[src/rtl/irkbd_pkg.sv]
`timescale 1ns / 1ps

package irkbd_pkg;

   localparam int FRAME_CELLS = 9;
   localparam int CSR_IDX_W   = 3;
   localparam int CSR_DATA_W  = 20;
   localparam int TIME_W      = 20;
   localparam int TICKS_W     = 11;
   localparam int SCALE_W     = 8;
   localparam int PROD_W      = TICKS_W + SCALE_W;
   localparam int WIDE_W      = TIME_W + 2;
   localparam int KIND_W      = 8;
   localparam int CODE_W      = 9;
   localparam int PHASE_W     = 4;
   localparam int COUNT_W     = 4;

   localparam logic [KIND_W-1:0] KIND_SHORT = 8'h94;
   localparam logic [KIND_W-1:0] KIND_LONG  = 8'hd4;

   // register indexes on the csr port
   localparam logic [CSR_IDX_W-1:0] REG_TICK_SCALE = 3'd0;
   localparam logic [CSR_IDX_W-1:0] REG_LOW_MIN    = 3'd1;
   localparam logic [CSR_IDX_W-1:0] REG_LOW_MAX    = 3'd2;
   localparam logic [CSR_IDX_W-1:0] REG_HIGH_MIN   = 3'd3;
   localparam logic [CSR_IDX_W-1:0] REG_HIGH_MAX   = 3'd4;
   localparam logic [CSR_IDX_W-1:0] REG_HALF_CELL  = 3'd5;
   localparam logic [CSR_IDX_W-1:0] REG_CELL       = 3'd6;

   // decoder phases
   localparam logic [PHASE_W-1:0] PH_IDLE   = 4'd1;
   localparam logic [PHASE_W-1:0] PH_LEAD   = 4'd2;
   localparam logic [PHASE_W-1:0] PH_S3     = 4'd3;
   localparam logic [PHASE_W-1:0] PH_S4     = 4'd4;
   localparam logic [PHASE_W-1:0] PH_S5     = 4'd5;
   localparam logic [PHASE_W-1:0] PH_SPLIT  = 4'd6;
   localparam logic [PHASE_W-1:0] PH_S7     = 4'd7;
   localparam logic [PHASE_W-1:0] PH_S8     = 4'd8;
   localparam logic [PHASE_W-1:0] PH_SHORT  = 4'd9;
   localparam logic [PHASE_W-1:0] PH_LONG   = 4'd10;
   localparam logic [PHASE_W-1:0] PH_CELLS  = 4'd11;
   localparam logic [PHASE_W-1:0] PH_CELLS2 = 4'd12;
   localparam logic [PHASE_W-1:0] PH_DATA   = 4'd13;

   typedef struct packed {
      logic                 is_high;
      logic [2:0]           mult;
      logic [PHASE_W-1:0]   next_phase;
      logic                 retry;
      logic                 set_kind;
      logic [KIND_W-1:0]    kind;
   } win_type;

   function automatic win_type win_lookup(input logic [PHASE_W-1:0] ph, input logic second);
      win_type w;
      w = '{is_high: 1'b0, mult: 3'd1, next_phase: PH_IDLE, retry: 1'b0,
            set_kind: 1'b0, kind: '0};
      case (ph)
         PH_IDLE, PH_LEAD: begin
            w.mult = 3'd3; w.next_phase = PH_S3;
         end
         PH_S3: begin
            w.is_high = 1'b1; w.next_phase = PH_S4;
         end
         PH_S4: begin
            w.next_phase = PH_S5;
         end
         PH_S5: begin
            w.is_high = 1'b1; w.next_phase = PH_SPLIT;
         end
         PH_SPLIT: begin
            // double width leads to the short start, single width to the long one
            if (second) begin
               w.next_phase = PH_LONG;
            end else begin
               w.mult = 3'd2; w.next_phase = PH_S7; w.retry = 1'b1;
            end
         end
         PH_S7: begin
            w.is_high = 1'b1; w.next_phase = PH_S8;
         end
         PH_S8: begin
            w.next_phase = PH_SHORT;
         end
         PH_SHORT: begin
            w.is_high = 1'b1; w.next_phase = PH_CELLS;
            w.set_kind = 1'b1; w.kind = KIND_SHORT;
         end
         PH_LONG: begin
            w.is_high = 1'b1; w.mult = 3'd4; w.next_phase = PH_CELLS;
            w.set_kind = 1'b1; w.kind = KIND_LONG;
         end
         default: begin
            w.next_phase = PH_IDLE;
         end
      endcase
      return w;
   endfunction

   function automatic logic [WIDE_W-1:0] scale_by_m(input logic [TIME_W-1:0] x,
                                                    input logic [2:0] m);
      logic [WIDE_W-1:0] xw;
      logic [WIDE_W-1:0] r;
      xw = {2'b00, x};
      case (m)
         3'd2:    r = xw << 1;
         3'd3:    r = (xw << 1) + xw;
         3'd4:    r = xw << 2;
         default: r = xw;
      endcase
      return r;
   endfunction

endpackage

[src/rtl/ir_keyboard_pulse_decoder.sv]
`timescale 1ns / 1ps

// channel | dir | tdata (low bit up)                  | tuser
// req     | in  | pulse_level, pulse_ticks[10:0], pad | -
// rsp     | out | key_code[8:0], pad                  | frame_kind[7:0]
// csr     | in  | index[2:0], data[19:0]              | -
//
// one pulse at a time: accept, tick scaling multiply, dispatch, then either two
// window compares (four when the split phase falls back) or one compare/subtract
// step per bit cell (up to nine) and a closing step; a high pulse in a cells
// phase drops the frame. window and cell compares share one comparator.
// reset is synchronous; it clears the sequencer, the decoder state and the
// csr registers to their defaults. a full result register holds the closing step.
module ir_keyboard_pulse_decoder (
   input  logic                                 clock,
   input  logic                                 reset,
   input  logic                                 req_tvalid,
   output logic                                 req_tready,
   input  logic [15:0]                          req_tdata,   // pulse_level, pulse_ticks
   output logic                                 rsp_tvalid,
   input  logic                                 rsp_tready,
   output logic [15:0]                          rsp_tdata,   // key_code
   output logic [7:0]                           rsp_tuser,   // frame_kind
   input  logic                                 csr_valid,
   output logic                                 csr_ready,
   input  logic [irkbd_pkg::CSR_IDX_W-1:0]      csr_index,
   input  logic [irkbd_pkg::CSR_DATA_W-1:0]     csr_data
);
   import irkbd_pkg::*;

   localparam logic [2:0] S_IDLE = 3'd0;
   localparam logic [2:0] S_MUL  = 3'd1;
   localparam logic [2:0] S_DISP = 3'd2;
   localparam logic [2:0] S_WLO  = 3'd3;
   localparam logic [2:0] S_WHI  = 3'd4;
   localparam logic [2:0] S_DIV  = 3'd5;
   localparam logic [2:0] S_FIN  = 3'd6;

   logic [2:0]          state_ff, state_in;
   logic [PHASE_W-1:0]  phase_ff, phase_in;
   logic [KIND_W-1:0]   kind_ff, kind_in;
   logic [CODE_W-1:0]   shift_ff, shift_in;
   logic [COUNT_W-1:0]  count_ff, count_in;
   logic                lvl_ff, lvl_in;
   logic [TICKS_W-1:0]  ticks_ff, ticks_in;
   logic [PROD_W-1:0]   t_ff, t_in;
   logic [PROD_W-1:0]   rem_ff, rem_in;
   logic                unl_ff, unl_in;
   logic                try_ff, try_in;
   logic                rsp_valid_ff, rsp_valid_in;
   logic [KIND_W-1:0]   rsp_kind_ff, rsp_kind_in;
   logic [CODE_W-1:0]   rsp_code_ff, rsp_code_in;

   logic [SCALE_W-1:0]  tick_scale_ff;
   logic [TIME_W-1:0]   low_min_ff, low_max_ff, high_min_ff, high_max_ff;
   logic [TIME_W-1:0]   half_cell_ff, cell_ff;

   win_type             win;
   logic [TIME_W-1:0]   win_min, win_max;
   logic [WIDE_W-1:0]   cmp_a, cmp_b;
   logic                cmp_le;
   logic [TIME_W-1:0]   diff;
   logic                out_free;
   logic [COUNT_W-1:0]  fin_count;
   logic [CODE_W-1:0]   fin_shift;

   assign req_tready = (state_ff == S_IDLE);
   assign csr_ready  = 1'b1;
   assign rsp_tvalid = rsp_valid_ff;
   assign rsp_tdata  = {7'b0, rsp_code_ff};
   assign rsp_tuser  = rsp_kind_ff;
   assign out_free   = !rsp_valid_ff || rsp_tready;

   assign win     = win_lookup(phase_ff, try_ff);
   assign win_min = win.is_high ? high_min_ff : low_min_ff;
   assign win_max = win.is_high ? high_max_ff : low_max_ff;
   assign diff    = {1'b0, t_ff} - half_cell_ff;

   // the shared comparator: a <= b
   always_comb begin
      case (state_ff)
         S_DISP: begin
            cmp_a = {2'b00, half_cell_ff};
            cmp_b = {3'b000, t_ff};
         end
         S_WLO: begin
            cmp_a = scale_by_m(win_min, win.mult);
            cmp_b = {3'b000, t_ff};
         end
         S_WHI: begin
            cmp_a = {3'b000, t_ff};
            cmp_b = scale_by_m(win_max, win.mult);
         end
         S_DIV: begin
            cmp_a = {2'b00, cell_ff};
            cmp_b = {3'b000, rem_ff};
         end
         default: begin
            cmp_a = '0;
            cmp_b = '0;
         end
      endcase
   end
   assign cmp_le = (cmp_a <= cmp_b);

   // closing step: a frame one cell short gets its final one
   always_comb begin
      if (count_ff == COUNT_W'(FRAME_CELLS - 1)) begin
         fin_count = count_ff + 1'b1;
         fin_shift = {1'b1, shift_ff[CODE_W-1:1]};
      end else begin
         fin_count = count_ff;
         fin_shift = shift_ff;
      end
   end

   always_comb begin
      state_in     = state_ff;
      phase_in     = phase_ff;
      kind_in      = kind_ff;
      shift_in     = shift_ff;
      count_in     = count_ff;
      lvl_in       = lvl_ff;
      ticks_in     = ticks_ff;
      t_in         = t_ff;
      rem_in       = rem_ff;
      unl_in       = unl_ff;
      try_in       = try_ff;
      rsp_valid_in = rsp_valid_ff;
      rsp_kind_in  = rsp_kind_ff;
      rsp_code_in  = rsp_code_ff;

      if (rsp_valid_ff && rsp_tready) begin
         rsp_valid_in = 1'b0;
      end

      case (state_ff)
         S_IDLE: begin
            if (req_tvalid) begin
               lvl_in   = req_tdata[0];
               ticks_in = req_tdata[TICKS_W:1];
               state_in = S_MUL;
            end
         end
         S_MUL: begin
            t_in     = {{SCALE_W{1'b0}}, ticks_ff} * {{TICKS_W{1'b0}}, tick_scale_ff};
            state_in = S_DISP;
         end
         S_DISP: begin
            try_in = 1'b0;
            unl_in = !cmp_le || (cell_ff == '0);
            rem_in = diff[PROD_W-1:0];
            case (phase_ff)
               PH_IDLE: begin
                  kind_in  = '0;
                  shift_in = '0;
                  count_in = '0;
                  state_in = S_WLO;
               end
               PH_LEAD, PH_S3, PH_S4, PH_S5, PH_SPLIT, PH_S7, PH_S8, PH_SHORT,
               PH_LONG: begin
                  state_in = S_WLO;
               end
               PH_CELLS, PH_CELLS2: begin
                  if (lvl_ff) begin
                     phase_in = PH_IDLE;
                     state_in = S_IDLE;
                  end else begin
                     state_in = S_DIV;
                  end
               end
               PH_DATA: begin
                  shift_in = {lvl_ff, shift_ff[CODE_W-1:1]};
                  count_in = count_ff + 1'b1;
                  state_in = S_DIV;
               end
               default: begin
                  state_in = S_IDLE;
               end
            endcase
         end
         S_WLO: begin
            if ((lvl_ff == win.is_high) && cmp_le) begin
               state_in = S_WHI;
            end else if (win.retry) begin
               try_in = 1'b1;
            end else begin
               phase_in = PH_IDLE;
               state_in = S_IDLE;
            end
         end
         S_WHI: begin
            if (cmp_le) begin
               phase_in = win.next_phase;
               if (win.set_kind) begin
                  kind_in = win.kind;
               end
               state_in = S_IDLE;
            end else if (win.retry) begin
               try_in   = 1'b1;
               state_in = S_WLO;
            end else begin
               phase_in = PH_IDLE;
               state_in = S_IDLE;
            end
         end
         S_DIV: begin
            // one cell per step until the pulse is used up or the frame is full
            if ((count_ff < COUNT_W'(FRAME_CELLS)) && (unl_ff || cmp_le)) begin
               rem_in   = rem_ff - cell_ff[PROD_W-1:0];
               count_in = count_ff + 1'b1;
               if (phase_ff == PH_DATA) begin
                  shift_in = {lvl_ff, shift_ff[CODE_W-1:1]};
               end
            end else begin
               state_in = S_FIN;
            end
         end
         S_FIN: begin
            if (out_free) begin
               count_in = fin_count;
               shift_in = fin_shift;
               if (fin_count == COUNT_W'(FRAME_CELLS)) begin
                  rsp_valid_in = 1'b1;
                  rsp_kind_in  = kind_ff;
                  rsp_code_in  = fin_shift;
                  phase_in     = PH_IDLE;
               end else begin
                  phase_in = PH_DATA;
               end
               state_in = S_IDLE;
            end
         end
         default: begin
            state_in = S_IDLE;
         end
      endcase
   end

   always_ff @(posedge clock) begin
      if (reset) begin
         state_ff      <= S_IDLE;
         phase_ff      <= PH_IDLE;
         kind_ff       <= '0;
         shift_ff      <= '0;
         count_ff      <= '0;
         try_ff        <= 1'b0;
         rsp_valid_ff  <= 1'b0;
         tick_scale_ff <= 8'd15;
         low_min_ff    <= '0;
         low_max_ff    <= '0;
         high_min_ff   <= '0;
         high_max_ff   <= '0;
         half_cell_ff  <= '0;
         cell_ff       <= TIME_W'(1);
      end else begin
         state_ff     <= state_in;
         phase_ff     <= phase_in;
         kind_ff      <= kind_in;
         shift_ff     <= shift_in;
         count_ff     <= count_in;
         try_ff       <= try_in;
         rsp_valid_ff <= rsp_valid_in;
         if (csr_valid && csr_ready) begin
            case (csr_index)
               REG_TICK_SCALE: tick_scale_ff <= csr_data[SCALE_W-1:0];
               REG_LOW_MIN:    low_min_ff    <= csr_data;
               REG_LOW_MAX:    low_max_ff    <= csr_data;
               REG_HIGH_MIN:   high_min_ff   <= csr_data;
               REG_HIGH_MAX:   high_max_ff   <= csr_data;
               REG_HALF_CELL:  half_cell_ff  <= csr_data;
               REG_CELL:       cell_ff       <= csr_data;
               default: begin
               end
            endcase
         end
      end
   end

   always_ff @(posedge clock) begin
      lvl_ff      <= lvl_in;
      ticks_ff    <= ticks_in;
      t_ff        <= t_in;
      rem_ff      <= rem_in;
      unl_ff      <= unl_in;
      rsp_kind_ff <= rsp_kind_in;
      rsp_code_ff <= rsp_code_in;
   end

   a_count_cap: assert property (@(posedge clock) disable iff (reset)
      count_ff <= COUNT_W'(FRAME_CELLS))
      else $error("cell count passed the frame length");

   a_phase_range: assert property (@(posedge clock) disable iff (reset)
      (phase_ff >= PH_IDLE) && (phase_ff <= PH_DATA))
      else $error("phase left the reachable range");

   a_accept_mul: assert property (@(posedge clock) disable iff (reset)
      (req_tvalid && req_tready) |=> (state_ff == S_MUL))
      else $error("accepted beat did not start the multiply");

   a_rsp_kind: assert property (@(posedge clock) disable iff (reset)
      rsp_valid_ff |-> ((rsp_kind_ff == KIND_SHORT) || (rsp_kind_ff == KIND_LONG)))
      else $error("result beat without a frame kind");

endmodule
[config.mk]
export PLATFORM = sky130hd
export DESIGN_NAME = ir_keyboard_pulse_decoder
export DESIGN_NICKNAME = d
export VERILOG_FILES = /design/src/rtl/irkbd_pkg.sv /design/src/rtl/ir_keyboard_pulse_decoder.sv
export SDC_FILE = /design/constraint.sdc
export NUM_CORES = 1
export LEC_CHECK = 0
export ABC_AREA = 1
export BUFFER_PORTS_ARGS = -buffer_cell sky130_fd_sc_hd__clkbuf_2
export CAP_MARGIN = 20
export CORE_ASPECT_RATIO = 1.4
export CORE_MARGIN = 3
export CORE_UTILIZATION = 55
export DETAILED_ROUTE_END_ITERATION = 7
export GPL_TIMING_DRIVEN = 0
export PLACE_DENSITY = 0.72
export REMOVE_ABC_BUFFERS = 1
export SKIP_LAST_GASP = 1
export SLEW_MARGIN = 25
export SYNTH_ARGS = -nofsm -noshare
export SYNTH_HDL_FRONTEND = slang
export SYNTH_SLANG_ARGS = --single-unit
[constraint.sdc]
create_clock -name clock -period 5.92 [get_ports clock]
set_clock_uncertainty 0.15 [all_clocks]
set_input_delay 0.296 -clock clock [delete_from_list [all_inputs] [get_ports clock]]
set_output_delay 0.296 -clock clock [all_outputs]
set_load 0.1 [all_outputs]
# Word level (Yosys, flattened, before mapping)
# Index checks and enable logic that the tools add are counted.
[op_classes]
mul = 1
magnitude_cmp = 2
eq_ne = 45
addsub = 5
n_reduce_logical = 38
muxes = 57
[ops]
columns = ["op", "count"]
rows = [
  ["22-bit one-hot mux with 3 select lines", 3],
  ["22-bit one-hot mux with 4 select lines", 1],
  ["21-bit by 20-bit adder with 22-bit output", 2],
  ["4-bit two-way mux", 11],
  ["20-bit two-way mux", 2],
  ["19-bit one-hot mux with 2 select lines", 1],
  ["19-bit subtractor", 2],
  ["9-bit two-way mux", 4],
  ["9-bit one-hot mux with 2 select lines", 2],
  ["4-bit == test (second input constant)", 8],
  ["4-bit one-hot mux with 8 select lines", 1],
  ["9-bit one-hot mux with 3 select lines", 1],
  ["8-bit two-way mux", 3],
  ["22-bit less-or-equal comparator", 1],
  ["2-bit inequality test (second input constant)", 11],
  ["3-bit == test (second input constant)", 7],
  ["3-bit one-hot mux with 7 select lines", 1],
  ["20-bit zero test", 1],
  ["11-bit by 8-bit multiplier with 19-bit output", 1],
  ["19-bit two-way mux", 1],
  ["3-bit by 2-bit == test with 1-bit output (second input constant)", 6],
  ["3-bit two-way mux", 6],
  ["3-bit one-hot mux with 3 select lines", 2],
  ["2-bit AND reduction", 9],
  ["other kinds (30)", 61],
]
[totals]
out_inout_bits = 27
register_bits = 226
inputBits = 44

# Logic depth before layout (Yosys ltp)
[logic_depth]
word_depth = 12
mapped_depth = 39
ltp_nobuf = 37

# Least setup slack after synthesis
# No wires, ideal clock.
[synth_path]
kind = "register to register"
startpoint = "register phase_ff[2]"
endpoint = "register rem_ff[0] (enable)"
period_less_slack_ns = 5.219
t_required_ns = 5.394
n_path_buf = 2
path_stages_with_launch = 33
path_slack_ns = 0.701
setup_time_ns = 0.376
arrival_time_ns = 4.694
cell_sequence = "dfxtp_1 -> nor2_1 -> nand2_1 -> nand3_4 -> buf_4 -> buf_4 -> o21ai_0 -> ha_1 -> inv_1 -> fa_1 -> inv_1 -> nand3_1 -> o21bai_2 -> nand2_1 -> nand2_1 -> nand2_1 -> nand2_1 -> nand2_1 -> nand2_1 -> o21ai_1 -> nand2_1 -> nand2_1 -> ha_1 -> a21oi_1 -> nor2_1 -> a211oi_1 -> o21ai_0 -> nand2_1 -> nand3_1 -> nand2_1 -> or2_2 -> nand3_1 -> nand2_1"
[synth_via]
elab_chain_cells = 12
word_cells_on_any_way = 28
cone_classes = "add/sub: 2; order compare: 1; eq/ne: 12; mux: 8; reduce/logical: 5"
[synth_lines]
columns = ["item", "line", "rtl"]
rows = [
  ["start, declared", "ir_keyboard_pulse_decoder.sv:40", "logic [PHASE_W-1:0] phase_ff, phase_in;"],
  ["start signal, assigned", "ir_keyboard_pulse_decoder.sv:258", "phase_ff <= phase_in;"],
  ["4-bit by 2-bit == test with 1-bit output (tied with other cells)", "irkbd_pkg.sv:58", "case (ph)"],
  ["5-bit OR reduction (no source line)", "-", ""],
  ["1-bit two-way mux", "irkbd_pkg.sv:58", ""],
  ["20-bit two-way mux, on equally long branches", "ir_keyboard_pulse_decoder.sv:75, ir_keyboard_pulse_decoder.sv:76", ""],
  ["21-bit by 20-bit adder with 22-bit output", "irkbd_pkg.sv:107", "3'd3: r = (xw << 1) + xw;"],
  ["22-bit one-hot mux with 3 select lines", "irkbd_pkg.sv:105", "case (m)"],
  ["22-bit one-hot mux with 4 select lines or 22-bit one-hot mux with 3 select lines (tied branches)", "ir_keyboard_pulse_decoder.sv:81", "case (state_ff)"],
  ["22-bit less-or-equal comparator *", "ir_keyboard_pulse_decoder.sv:104", "assign cmp_le = (cmp_a <= cmp_b);"],
  ["1-bit logical OR *", "ir_keyboard_pulse_decoder.sv:209", "if ((count_ff < COUNT_W'(FRAME_CELLS)) && (unl_ff || cmp_le)) begin"],
  ["1-bit logical AND *", "ir_keyboard_pulse_decoder.sv:209", ""],
  ["2-bit inequality test (no source line) *", "-", ""],
  ["2-bit AND reduction (no source line) *", "-", ""],
  ["end signal, assigned", "ir_keyboard_pulse_decoder.sv:284", "rem_ff <= rem_in;"],
  ["end, declared", "ir_keyboard_pulse_decoder.sv:47", "logic [PROD_W-1:0] rem_ff, rem_in;"],
]
# Every way passes the cells marked *; elsewhere a longest branch is shown, timed or not.
# A chain may end at the register's enable or synchronous reset.

# Worst setup path after layout
[layout_path]
startpoint = "register phase_ff[1]"
endpoint = "register count_ff[0]"
[layout_via]
elab_chain_cells = 12
word_cells_on_any_way = 32
cone_classes = "add/sub: 2; order compare: 1; eq/ne: 14; mux: 10; reduce/logical: 5"
[layout_lines]
columns = ["item", "line", "rtl"]
rows = [
  ["4-bit by 2-bit == test with 1-bit output (tied with other cells)", "irkbd_pkg.sv:58", ""],
  ["5-bit OR reduction (no source line)", "-", ""],
  ["1-bit two-way mux", "irkbd_pkg.sv:58", ""],
  ["20-bit two-way mux, on equally long branches", "ir_keyboard_pulse_decoder.sv:75, ir_keyboard_pulse_decoder.sv:76", ""],
  ["21-bit by 20-bit adder with 22-bit output", "irkbd_pkg.sv:107", ""],
  ["22-bit one-hot mux with 3 select lines", "irkbd_pkg.sv:105", ""],
  ["22-bit one-hot mux with 4 select lines or 22-bit one-hot mux with 3 select lines (tied branches)", "ir_keyboard_pulse_decoder.sv:81", ""],
  ["22-bit less-or-equal comparator", "ir_keyboard_pulse_decoder.sv:104", ""],
  ["1-bit logical OR", "ir_keyboard_pulse_decoder.sv:209", ""],
  ["1-bit logical AND", "ir_keyboard_pulse_decoder.sv:209", ""],
  ["2-bit inequality test (no source line)", "-", ""],
  ["4-bit AND reduction (no source line)", "-", ""],
  ["end signal, assigned", "ir_keyboard_pulse_decoder.sv:261", "count_ff <= count_in;"],
  ["end, declared", "ir_keyboard_pulse_decoder.sv:43", "logic [COUNT_W-1:0] count_ff, count_in;"],
]
# Parallel ways exist; a longest one is shown, timed or not.

==> results.json <==
{
  "n_fill_cell": 2968,
  "crit_cells": 34,
  "critPathKind": "reg2reg",
  "detail_route.first_pass.iterations": 6,
  "area_growth_pct": 12.1,
  "finish.cell_count_without_fillers": 3116,
  "fraction_of_post_synthesis_cell_area_in_the_top_cell_type_by_area_pct": 16.9,
  "cp_data_required_time_ns": 6.20,
  "gp_congestion": 0.995,
  "wl_per_cell_um": 18.9,
  "maxCapViolations": 0,
  "viasPerCell": 5.78,
  "peakVddDrop_v": 0.000336,
  "power_density_cells_nw_per_um2": 415,
  "fin_tns_setup_ns": 0,
  "finalHoldViolations": 0,
  "worst_flop_to_flop_path_endpoint": "count_ff[0]$_SDFFE_PP0P_",
  "antenna_left": 0,
  "num_vias": 18000,
  "crit_buf_inv": 5,
  "drive_above_1_share_pct": 9.81,
  "route.final.wire_length_um": 58800,
  "drc_violations": 0,
  "grt_start_max_net_pins": 92,
  "dpl-instance-area_um2": 18500,
  "final_period_minus_worst_setup_slack_ns": 5.75,
  "htree_levels": 1,
  "clk_path_buf_depth": 3,
  "crit_path_max_incr_delay_ns": 0.45,
  "min-delay-path-class": "in2reg",
  "first_global_vias": 17400,
  "tightest_slew_ns": 1.06,
  "power_leakage_nw": 9.56,
  "relSlewSlack_pct": 29.4,
  "run_status": "completed",
  "grt_antenna_before_repair": 0,
  "start_kind": "register",
  "final_max_slew_viol_count": 0,
  "port-buffer-count": 54,
  "synth_top_family_by_area": "simple AND/OR/NAND/NOR gates",
  "dr.first_iter.drc_count": 1442,
  "floorplan.initialDensity_pct": 56.4,
  "netlist_area_um2": 18000,
  "final.period_utilization_pct": 97.2,
  "post-synth-top-area-cell": "sky130_fd_sc_hd__dfxtp_1",
  "synth_compound_area_share_pct": 20.5,
  "placedCellCount": 3016,
  "pin_count": 71,
  "synth-edff-count": 62,
  "syn-instance-count": 2627,
  "cpLargestDelayFamily": "simple AND/OR/NAND/NOR gates",
  "seq_total_area_yosys_pct": 27.3,
  "core_area_um2": 31900,
  "grt_util_all_layers_pct": 32.6,
  "cts_tree": "built",
  "setup.worst_path.end": "count_ff[0]$_SDFFE_PP0P_",
  "grt_overflow_total": 0,
  "synthArstFlopShare_pct": 0,
  "grt_pass1_wl_um": 91100,
  "yosys-top-cells-area": "sky130_fd_sc_hd__dfxtp_1, sky130_fd_sc_hd__nand2_1, sky130_fd_sc_hd__edfxtp_1",
  "dieArea_um2": 34900,
  "startpoint": "phase_ff[1]$_SDFFE_PP0P_",
  "yosys.area_share.xor_xnor_pct": 1.46,
  "worstReg2RegStart": "phase_ff[1]$_SDFFE_PP0P_",
  "crit_path_arrival_time_ns": 6.03,
  "critical_path_peak_fanout": 8,
  "syn_avg_cell_area_um2": 6.84,
  "dp_hpwl_um": 42400,
  "grt.met1_usage_pct": 35.8,
  "cts_buffers": 23,
  "critPathSlowestCell": "sky130_fd_sc_hd__fa_1",
  "fin_area_um2": 20200,
  "rrSetupSlack_ns": 0.17,
  "clk_transition_reported_paths_ns": 0.07,
  "gr-usage-met3_pct": 3.95,
  "synthFlopType": "sky130_fd_sc_hd__dfxtp_1",
  "grt_util_met2_pct": 59.9,
  "cts.root.buffer_cell": "sky130_fd_sc_hd__clkbuf_16",
  "synth_adder_area_share_pct": 15.4,
  "crit_path_end_kind": "register",
  "synth.yosys.warnings": 0,
  "grt_busiest_layer": "met2",
  "crit_top_cell": "sky130_fd_sc_hd__nand2_1",
  "yosys-mux-area-fraction_pct": 0.174,
  "placementRows": 77,
  "synth_simple_gate_area_share_pct": 23.5,
  "die_h_um": 220,
  "r2r.worst_path.cells": 34,
  "maxClockFrequency_mhz": 174,
  "ff_latch_count_synth": 214,
  "netlist-cell-type-count": 61,
  "die_w_um": 159,
  "timing.final.setup_violations": 0,
  "net_count_reported_at_finish": 2897,
  "cts_sinks": 214,
  "clk_latency_ns": 0.54,
  "antennaDiodeCount": 0
}
==> kinds of logic (layout without fill, tap and decap cells) <==
kind of cell / Yosys count / in the layout
flops: 214 / 214
simple gates: 997 / 1006
mux: 3 / 3
other cells: 2 / 12
buf+inv: 529 / 565
compound gates: 665 / 665
xor+xnor: 30 / 30
fa+ha+maj: 187 / 187
==> Yosys cell counts, drive strengths merged (20+ instances only) <==
library cell  count
a221oi           27
o21ai           300
nand4            21
edfxtp           62
dfxtp           152
nand2           596
nor2            210
inv             407
nor3             20
nand3           117
buf              33
ha              129
fa               58
clkbuf           87
a21oi           241
==> worst min-delay path by stage <==
| stage | start | to | cells past startpoint |
|---|---|---|---|
| 2_1_floorplan | reset | count_ff[2]$_SDFFE_PP0P_ | 1 |
| 3_3_place_gp | kind_ff[4]$_SDFFE_PP0P_ | rsp_tuser[4]$_DFFE_PP_ | 0 |
| 3_5_place_dp | kind_ff[4]$_SDFFE_PP0P_ | rsp_tuser[4]$_DFFE_PP_ | 0 |
| 4_1_cts | csr_data[19] | half_cell_ff[19]$_SDFFE_PP0P_ | 3 |
| 5_1_grt | csr_data[17] | low_min_ff[17]$_SDFFE_PP0P_ | 3 |
| 6_report | csr_data[19] | cell_ff[19]$_SDFFE_PP0P_ | 3 |
==> layer usage <==
layer / vias to the layer above / wire length (µm)
met5: - / 0
met4: 0 / 3990
met3: 198 / 3570
met2: 636 / 29300
met1: 8409 / 22000
li1: 8755 / -
==> worst register-to-register path, delay by kind of cell (launching register included) <==
family	cells	cell delay (ns)
AO/OA/AOI/OAI	2	0.47
AND/OR/NAND/NOR	24	3.15
buffers and inverters	5	0.57
adder cells (fa/ha/maj)	3	0.96
flip-flops	1	0.36
==> layout by cell type (no fill, tap or decap), types with 8 or more instances in the layout <==
cell                            Yosys  layout
sky130_fd_sc_hd__nand3_1          110     106
sky130_fd_sc_hd__dfxtp_1          152     148
sky130_fd_sc_hd__o211ai_1           9       9
sky130_fd_sc_hd__clkbuf_16          0      24
sky130_fd_sc_hd__nand2_2           34      36
sky130_fd_sc_hd__xor2_1            17      17
sky130_fd_sc_hd__nand3_4            1       9
sky130_fd_sc_hd__o22ai_1           17      17
sky130_fd_sc_hd__o21ai_1           10      17
sky130_fd_sc_hd__a31oi_1           16      16
sky130_fd_sc_hd__nor2_2             3       8
sky130_fd_sc_hd__nand3_2            6      11
sky130_fd_sc_hd__inv_2             13      18
sky130_fd_sc_hd__a22o_1             8       8
sky130_fd_sc_hd__clkbuf_2           8      54
sky130_fd_sc_hd__xnor2_1           13      13
sky130_fd_sc_hd__ha_1             129     127
sky130_fd_sc_hd__nand4_1           21      21
sky130_fd_sc_hd__inv_1            394     389
sky130_fd_sc_hd__fa_1              58      57
sky130_fd_sc_hd__nor3_1            18      17
sky130_fd_sc_hd__nor2_1           206     196
sky130_fd_sc_hd__o21ai_0          290     275
sky130_fd_sc_hd__dlygate4sd3_1      0      21
sky130_fd_sc_hd__nor4_1             9       8
sky130_fd_sc_hd__nand2_1          562     553
sky130_fd_sc_hd__nand3b_1          14      14
sky130_fd_sc_hd__conb_1             2      12
sky130_fd_sc_hd__a21oi_1          240     237
sky130_fd_sc_hd__edfxtp_1          62      62
sky130_fd_sc_hd__buf_4             17      26
sky130_fd_sc_hd__a221oi_1          27      27
==> flip-flops by register name, summed over array words and instances (netlist names), 9 cells and up <==
name / count
high_max_ff: 20
cell_ff: 20
ticks_ff: 11
half_cell_ff: 20
high_min_ff: 20
rsp_code_ff: 9
low_max_ff: 20
low_min_ff: 20
shift_ff: 9
t_ff: 19
rem_ff: 19
==> metrics by stage <==
step / setup WS (ns) / util, % / hold slack, ns / power [W]
3_5_place_dp: -2.05 / 58.1 / 0.279 / 0.00657
3_3_place_gp: -3.98 / 57.3 / 0.279 / 0.00636
5_1_grt: -0.0275 / 63.2 / 0.0207 / 0.00904
2_1_floorplan: -0.248 / - / 0.215 / 0.00536
6_report: 0.168 / 63.2 / 0.0286 / 0.00836
4_1_cts: 0.0169 / 62.1 / 0.00349 / 0.00817
==> cell type report <==
cell class	count	area, µm²	share of cell area [%]
sequential	214	4910	24.4
clock inverter	7	66.3	0.329
multi-input combinational	1903	11400	56.8
tap	434	543	2.69
inverter	409	1540	7.64
clock buffer	34	698	3.46
timing repair buffer	115	951	4.72
==> report_power, final <==
part | total (W) | switching (W) | leakage [nW] | internal (W)
registers | 0.00214 | 0.000205 | 1.81 | 0.00194
clock network | 0.00149 | 0.000632 | 0.378 | 0.000859
logic | 0.00472 | 0.00298 | 7.37 | 0.00174
==> timing repair <==
item / 4_1_cts / 5_1_grt
gates resized for setup: 32 / 47
hold buffers: 21 / 0
buffers inserted: 9 / 20
setup endpoints to repair: 43 / 40
pin swaps: 7 / 13
gates cloned: 7 / 2
hold endpoints to repair: 34 / 0
Note: power is estimated with default switching activity, not from simulation.
